--- src/app_pkg.sv ---
`timescale 1ns / 1ps
// ----------------------------------------------------------------------------
// Phaser shared definitions
// Command codes, controller/datapath interface types and saturation helper.
// ----------------------------------------------------------------------------
package app_pkg;

    // Width of the stage counter, enough for the largest cascade.
    localparam int STAGE_W = 4;
    localparam int OP_W    = 3;

    // Datapath operation codes.
    localparam logic [OP_W-1:0] OP_NONE = 3'd0;
    localparam logic [OP_W-1:0] OP_LOAD = 3'd1;
    localparam logic [OP_W-1:0] OP_COEF = 3'd2;
    localparam logic [OP_W-1:0] OP_FB   = 3'd3;
    localparam logic [OP_W-1:0] OP_AP1  = 3'd4;
    localparam logic [OP_W-1:0] OP_AP2  = 3'd5;
    localparam logic [OP_W-1:0] OP_MIX1 = 3'd6;
    localparam logic [OP_W-1:0] OP_MIX2 = 3'd7;

    // Configuration register indexes.
    localparam logic [1:0] REG_INC   = 2'd0;
    localparam logic [1:0] REG_DEPTH = 2'd1;
    localparam logic [1:0] REG_FB    = 2'd2;
    localparam logic [1:0] REG_MIX   = 2'd3;

    localparam int CFG_W = 19;

    typedef struct packed {
        logic [OP_W-1:0]    op;
        logic [STAGE_W-1:0] stage;
    } app_cmd_t;

    typedef struct packed {
        logic out_busy;
    } app_status_t;

    // Saturate a wide signed value to 24 bits.
    function automatic logic signed [23:0] sat24(input logic signed [51:0] v);
        logic signed [23:0] r;
        if (v > 52'sd8388607) begin
            r = 24'sh7FFFFF;
        end
        else if (v < -52'sd8388608) begin
            r = 24'sh800000;
        end
        else begin
            r = v[23:0];
        end
        return r;
    endfunction

endpackage

--- src/app_ctrl.sv ---
`timescale 1ns / 1ps
// ----------------------------------------------------------------------------
// Phaser controller
// Sequences one sample through the shared-multiplier datapath.
// ----------------------------------------------------------------------------
module app_ctrl #(
    parameter int STAGE_COUNT = 4
) (
    input  logic                 clk,
    input  logic                 rst_n,
    input  logic                 in_valid,
    output logic                 in_ready,
    input  app_pkg::app_status_t status,
    output app_pkg::app_cmd_t    cmd
);
    import app_pkg::*;

    localparam logic [2:0] S_IDLE = 3'd0;
    localparam logic [2:0] S_COEF = 3'd1;
    localparam logic [2:0] S_FB   = 3'd2;
    localparam logic [2:0] S_AP1  = 3'd3;
    localparam logic [2:0] S_AP2  = 3'd4;
    localparam logic [2:0] S_MIX1 = 3'd5;
    localparam logic [2:0] S_MIX2 = 3'd6;

    localparam logic [STAGE_W-1:0] LAST_STAGE = STAGE_W'(STAGE_COUNT - 1);

    logic [2:0]         state_reg, state_next;
    logic [STAGE_W-1:0] stage_reg, stage_next;

    // Next-state and command decode.
    always_comb
    begin
        state_next = state_reg;
        stage_next = stage_reg;
        in_ready   = 1'b0;
        cmd.op     = OP_NONE;
        cmd.stage  = stage_reg;
        case (state_reg)
            S_IDLE:
            begin
                in_ready = 1'b1;
                if (in_valid)
                begin
                    cmd.op     = OP_LOAD;
                    state_next = S_COEF;
                end
            end
            S_COEF:
            begin
                cmd.op     = OP_COEF;
                state_next = S_FB;
            end
            S_FB:
            begin
                cmd.op     = OP_FB;
                stage_next = '0;
                state_next = S_AP1;
            end
            S_AP1:
            begin
                cmd.op     = OP_AP1;
                state_next = S_AP2;
            end
            S_AP2:
            begin
                cmd.op = OP_AP2;
                if (stage_reg == LAST_STAGE)
                begin
                    state_next = S_MIX1;
                end
                else
                begin
                    stage_next = stage_reg + 1'b1;
                    state_next = S_AP1;
                end
            end
            S_MIX1:
            begin
                cmd.op     = OP_MIX1;
                state_next = S_MIX2;
            end
            S_MIX2:
            begin
                // Hold here until the output register can take the result.
                if (!status.out_busy)
                begin
                    cmd.op     = OP_MIX2;
                    state_next = S_IDLE;
                end
            end
            default:
            begin
                state_next = S_IDLE;
            end
        endcase
    end

    // State registers.
    always_ff @(posedge clk or negedge rst_n)
    begin
        if (!rst_n)
        begin
            state_reg <= S_IDLE;
            stage_reg <= '0;
        end
        else
        begin
            state_reg <= state_next;
            stage_reg <= stage_next;
        end
    end

endmodule

--- config.mk ---
export PLATFORM = sky130hd
export DESIGN_NAME = app_ctrl
export DESIGN_NICKNAME = d
export VERILOG_FILES = /design/src/app_pkg.sv /design/src/app_ctrl.sv
export SDC_FILE = /design/constraint.sdc
export NUM_CORES = 1
export LEC_CHECK = 0
export BUFFER_PORTS_ARGS = -buffer_cell sky130_fd_sc_hd__buf_2
export CAP_MARGIN = 10
export CORE_AREA = 4 4 41 43
export CTS_CLUSTER_DIAMETER = 40
export DETAILED_ROUTE_END_ITERATION = 10
export DIE_AREA = 0 0 45 47
export GPL_ROUTABILITY_DRIVEN = 0
export HOLD_SLACK_MARGIN = 0.08
export PLACE_DENSITY = 0.68
export SYNTH_ARGS = -nofsm -noshare
export SYNTH_HDL_FRONTEND = slang
export SYNTH_SLANG_ARGS = --single-unit
--- constraint.sdc ---
create_clock -name clk -period 1.96 [get_ports clk]
set_clock_uncertainty 0.15 [all_clocks]
set_input_delay 0 -clock clk [delete_from_list [all_inputs] [get_ports clk]]
set_output_delay 0 -clock clk [all_outputs]
set_load 0.02 [all_outputs]
; Word level (Yosys, flattened, before mapping)
; Cells that the tools add are included.
[totals]
register_bits = 7
latchBits = 0
ramBits = 0
romBits = 0
in_bits = 4
wordCells = 27
n_memories = 0
[op_classes]
addsub = 1
n_mul = 0
div = 0
order_cmp = 0
eq_ne = 10
shift = 0
n_mux = 10
bitwise = 0
n_reduce_logical = 4
[op_table]
columns = op, n
row1 = $pmux 3 s7, 2
row2 = $mux 3, 4
row3 = $eq 3x3->1 const B, 3
row4 = $pmux 4 s2, 1
row5 = $eq 3x2->1 const B, 2
row6 = $ne 2x2->1 const B, 3
row7 = $add 4x1->4 const B, 1
row8 = $eq 4x2->1 const B, 1
row9 = $mux 4, 1
row10 = $reduce_and 2->1, 2
row11 = $eq 3x1->1 const B, 1
row12 = $logic_not 3->1, 1
row13 = $mux 1, 2
row14 = $reduce_bool 2->1, 1

; Logic depth before layout (Yosys ltp)
[logic_depth]
word_depth = 3
ltp_mapped = 5
mapped_depth_nobuf = 4

; Worst setup path after synthesis
; Ideal clock, no wire load.
[synth_path]
path_type = reg-to-reg
startpoint = register stage_reg[0]
endpoint = register stage_reg[1]
setup_ns = 0.129
arrival_time_ns = 1.369
setup_slack_ns = 0.312
stages_incl_launch_ff = 5
synth_period_minus_slack_ns = 1.648
path_cell_list = dfrtp_1 > ha_1 > or3b_4 > a32oi_1 > o21ai_1
[synth_between]
elab_chain_cells = 3
word_cells_on_any_way = 6
cone_classes = add/sub (1) / eq/ne (2) / mux (2) / reduce/logical (1)
[synth_rtl]
columns = element, line_no
row1 = from (decl), app_ctrl.sv:29  ; logic [STAGE_W-1:0] stage_reg, stage_next;
row2 = from (signal assigned), app_ctrl.sv:110  ; stage_reg <= stage_next;
row3 = $add 4x1->4 / $eq 4x2->1 (equally long branches), "app_ctrl.sv:74, app_ctrl.sv:68"
row4 = $mux 4 / $ne 2x2->1 (equally long branches), -
row5 = $pmux 4 s2 / $reduce_and 2->1 (equally long branches), -
; Several ways; a longest one is shown, not always the timed one. The select of a mux whose other input is x is not followed.
; A chain may end at the register's enable or synchronous reset.

==> metrics <==
outcome finished, final reports clean; HP Class reg2reg; DRT antenna net count 0; vias in the first global route roughly 460; largest buffer count on any clock path 2; final net count 75; via count between 400 and 500; Die H approximately 47 µm; critical path class reg2out; H-Tree Depth 1; drc violations 0; first-pass GRT wire length roughly 2000 µm; syn_nets 59; share of layout cells above drive strength 1 23.2%; post-CTS setup buffer count 0; Worst Path Required approximately 1800 ps; Slew Limit Fails 0; hold-critical path depth 2; Period minus WS final approximately 1800 ps; Max Fanout on Critical Path 20; Num CTS Buffers 3; routed vias/inst ~5.6; Hold WS ~470 ps; initial antenna violation count 0; Avg Inst Size Synth between 8 and 9 µm²; row count 13; relative slew slack around three fifths; WP depth 3; detailed placer's ending HPWL roughly 730 µm; Initial Utilization around 35%; most common cell after layout, fill and taps aside buf_2; root buffer cell clkbuf_4; die footprint 2120 µm²; Skew-Pair Late Insertion Delay 260 ps; r2r worst-path depth 4; max incr delay on CP around 730 ps; ant diodes 0; setup TNS 0 ps; Syn-to-layout area delta 26.4%; Multi-input gate area approximately 260 µm²; Crit path max-delay family flip-flops; CTS tree done; fill cell count roughly 150; maximum VDD drop around 670 µV; Final period util about nine tenths; register area share after synthesis 38.0%; RSZ-0062 raised after global routing false; Setup crit end kind primary output; arrival time at the worst endpoint 1600 ps; WL final between 1000 and 1500 µm; DR WL/cell roughly 14 µm; max reg flops 4; Pre-Repair DR Iteration Count 4; Seq cells post-synth 7; Critical-path top delay cell dfrtp_1; Final Setup Violations 0; Startpoint Class register; maximum clock rate roughly 0.57 GHz; static leakage 0.261 nW; clock sink count 7; final hold viol count 0; Starting DRT DRC Count 6; crit path cell chain nor3_1, a311oi_1, buf_2; Buf/Inv on CP 1; PwrDens 1550 nW/µm²; Netlist cell types 26; Mapped Cells 54; Die Width around 45 µm; Core Area roughly 1300 µm²; Ports 12; register area 175 µm²; largest net degree at the start of global routing 21; global route overflow 0; I/O Buffers 11; synth warn 0; Post-Syn Area approximately 460 µm²; Least-Margin Pin Slew between 600 and 700 ps; Overall Global Routing Usage between 10 and 15%; most frequent cells in the layout buf_2, o21ai_1, dfrtp_1; clock-pin slew on the worst setup and hold paths roughly 60 ps; number of max-cap violations 0
[cell usage after synthesis]
library cell  instances  share of area, %
ha_1                  1               2.7
a22oi_1               1               1.6
o22ai_1               1               1.4
dfrtp_1               7                38
a211oi_1              1               1.6
a32oi_1               2               3.8
a311oi_1              1               1.9
and3_1                1               1.4
o21ai_0               2               2.2
o31ai_1               2               3.3
nor4b_2               1               3.3
a41oi_1               1               1.9
buf_2                 3               3.3
clkbuf_1              1              0.81
a21oi_1               3               3.3
nor2b_1               1               1.4
nor2_1                2               1.6
nor3_1                3               3.3
and2b_1               1               1.6
xnor2_1               1               1.9
nand2_1               5               4.1
o311ai_1              1               1.9
inv_1                 2               1.6
or3b_4                1               2.4
nand3_1               1               1.1
o21ai_1               8               8.7
[where the power goes]
group	leakage, nW	switching (mW)	internal [mW]	total [mW]
clock network	0.0150	0.0576	0.0780	0.136
logic	0.154	0.247	0.177	0.424
registers	0.0917	0.153	0.190	0.343
total	0.261	0.458	0.445	0.903
[layout make-up]
cell class,count,area share [%]
multi-input combinational,41,44.5
sequential,7,30.1
timing repair buffer,15,16.3
clock buffer,4,4.52
tap,15,3.23
inverter,2,1.29
[path summary, 6_finish.rpt]
check,from,to,slack [ps]
min in group asynchronous,rst_n,stage_reg[3]$_DFFE_PN0P_,550
max in group asynchronous,rst_n,state_reg[2]$_DFFE_PN0P_,830
setup / recovery,state_reg[1]$_DFFE_PN0P_,cmd[4],210
hold / removal,stage_reg[1]$_DFFE_PN0P_,stage_reg[1]$_DFFE_PN0P_,470
setup reg to reg,stage_reg[0]$_DFFE_PN0P_,stage_reg[0]$_DFFE_PN0P_,270
hold reg to reg,stage_reg[1]$_DFFE_PN0P_,stage_reg[1]$_DFFE_PN0P_,470
[cells by family after synthesis]
family / share of synthesized area, %
AND/OR/NAND/NOR: 20.1
AO/OA/AOI/OAI: 31.5
buffers and inverters: 5.71
flip-flops: 38.0
adder cells (fa/ha/maj): 2.72
XOR/XNOR: 1.90
[metal layers]
layer  global-route usage, %  up-vias  share of wire, %
li1                        -      236                 -
met1                    16.1      213                43
met2                    18.4       16                45
met3                    5.75        8               5.8
met4                    16.4        0               6.1
met5                       0        -                 0
[worst reg2reg max path, stage by stage (launching register included)]
cell,delay [ps]
dfrtp_1,450
ha_1,260
nor4b_2,190
o31ai_1,300
o311ai_1,190
[per-stage QoR]
| stage | utilization [%] | instance area, µm² | cells | worst slack, ps | power [mW] |
|---|---|---|---|---|---|
| 2_1_floorplan | - | 460 | 54 | 312 | 0.643 |
| 3_3_place_gp | 39.6 | 515 | 76 | 402 | 0.747 |
| 3_5_place_dp | 39.6 | 515 | 76 | 367 | 0.753 |
| 4_1_cts | 44.7 | 582 | 84 | 193 | 0.903 |
| 5_1_grt | 44.7 | 582 | 84 | 16.5 | 0.997 |
| 6_report | 44.7 | 582 | 84 | 207 | 0.903 |
[repair_timing]
item | in CTS | in global routing
endpoints found under the setup margin | 0 | 0
hold buffers | 4 | 0
resized for setup | 0 | 0
hold endpoints to repair | 10 | 0
Power figures use the tool's default switching activity.
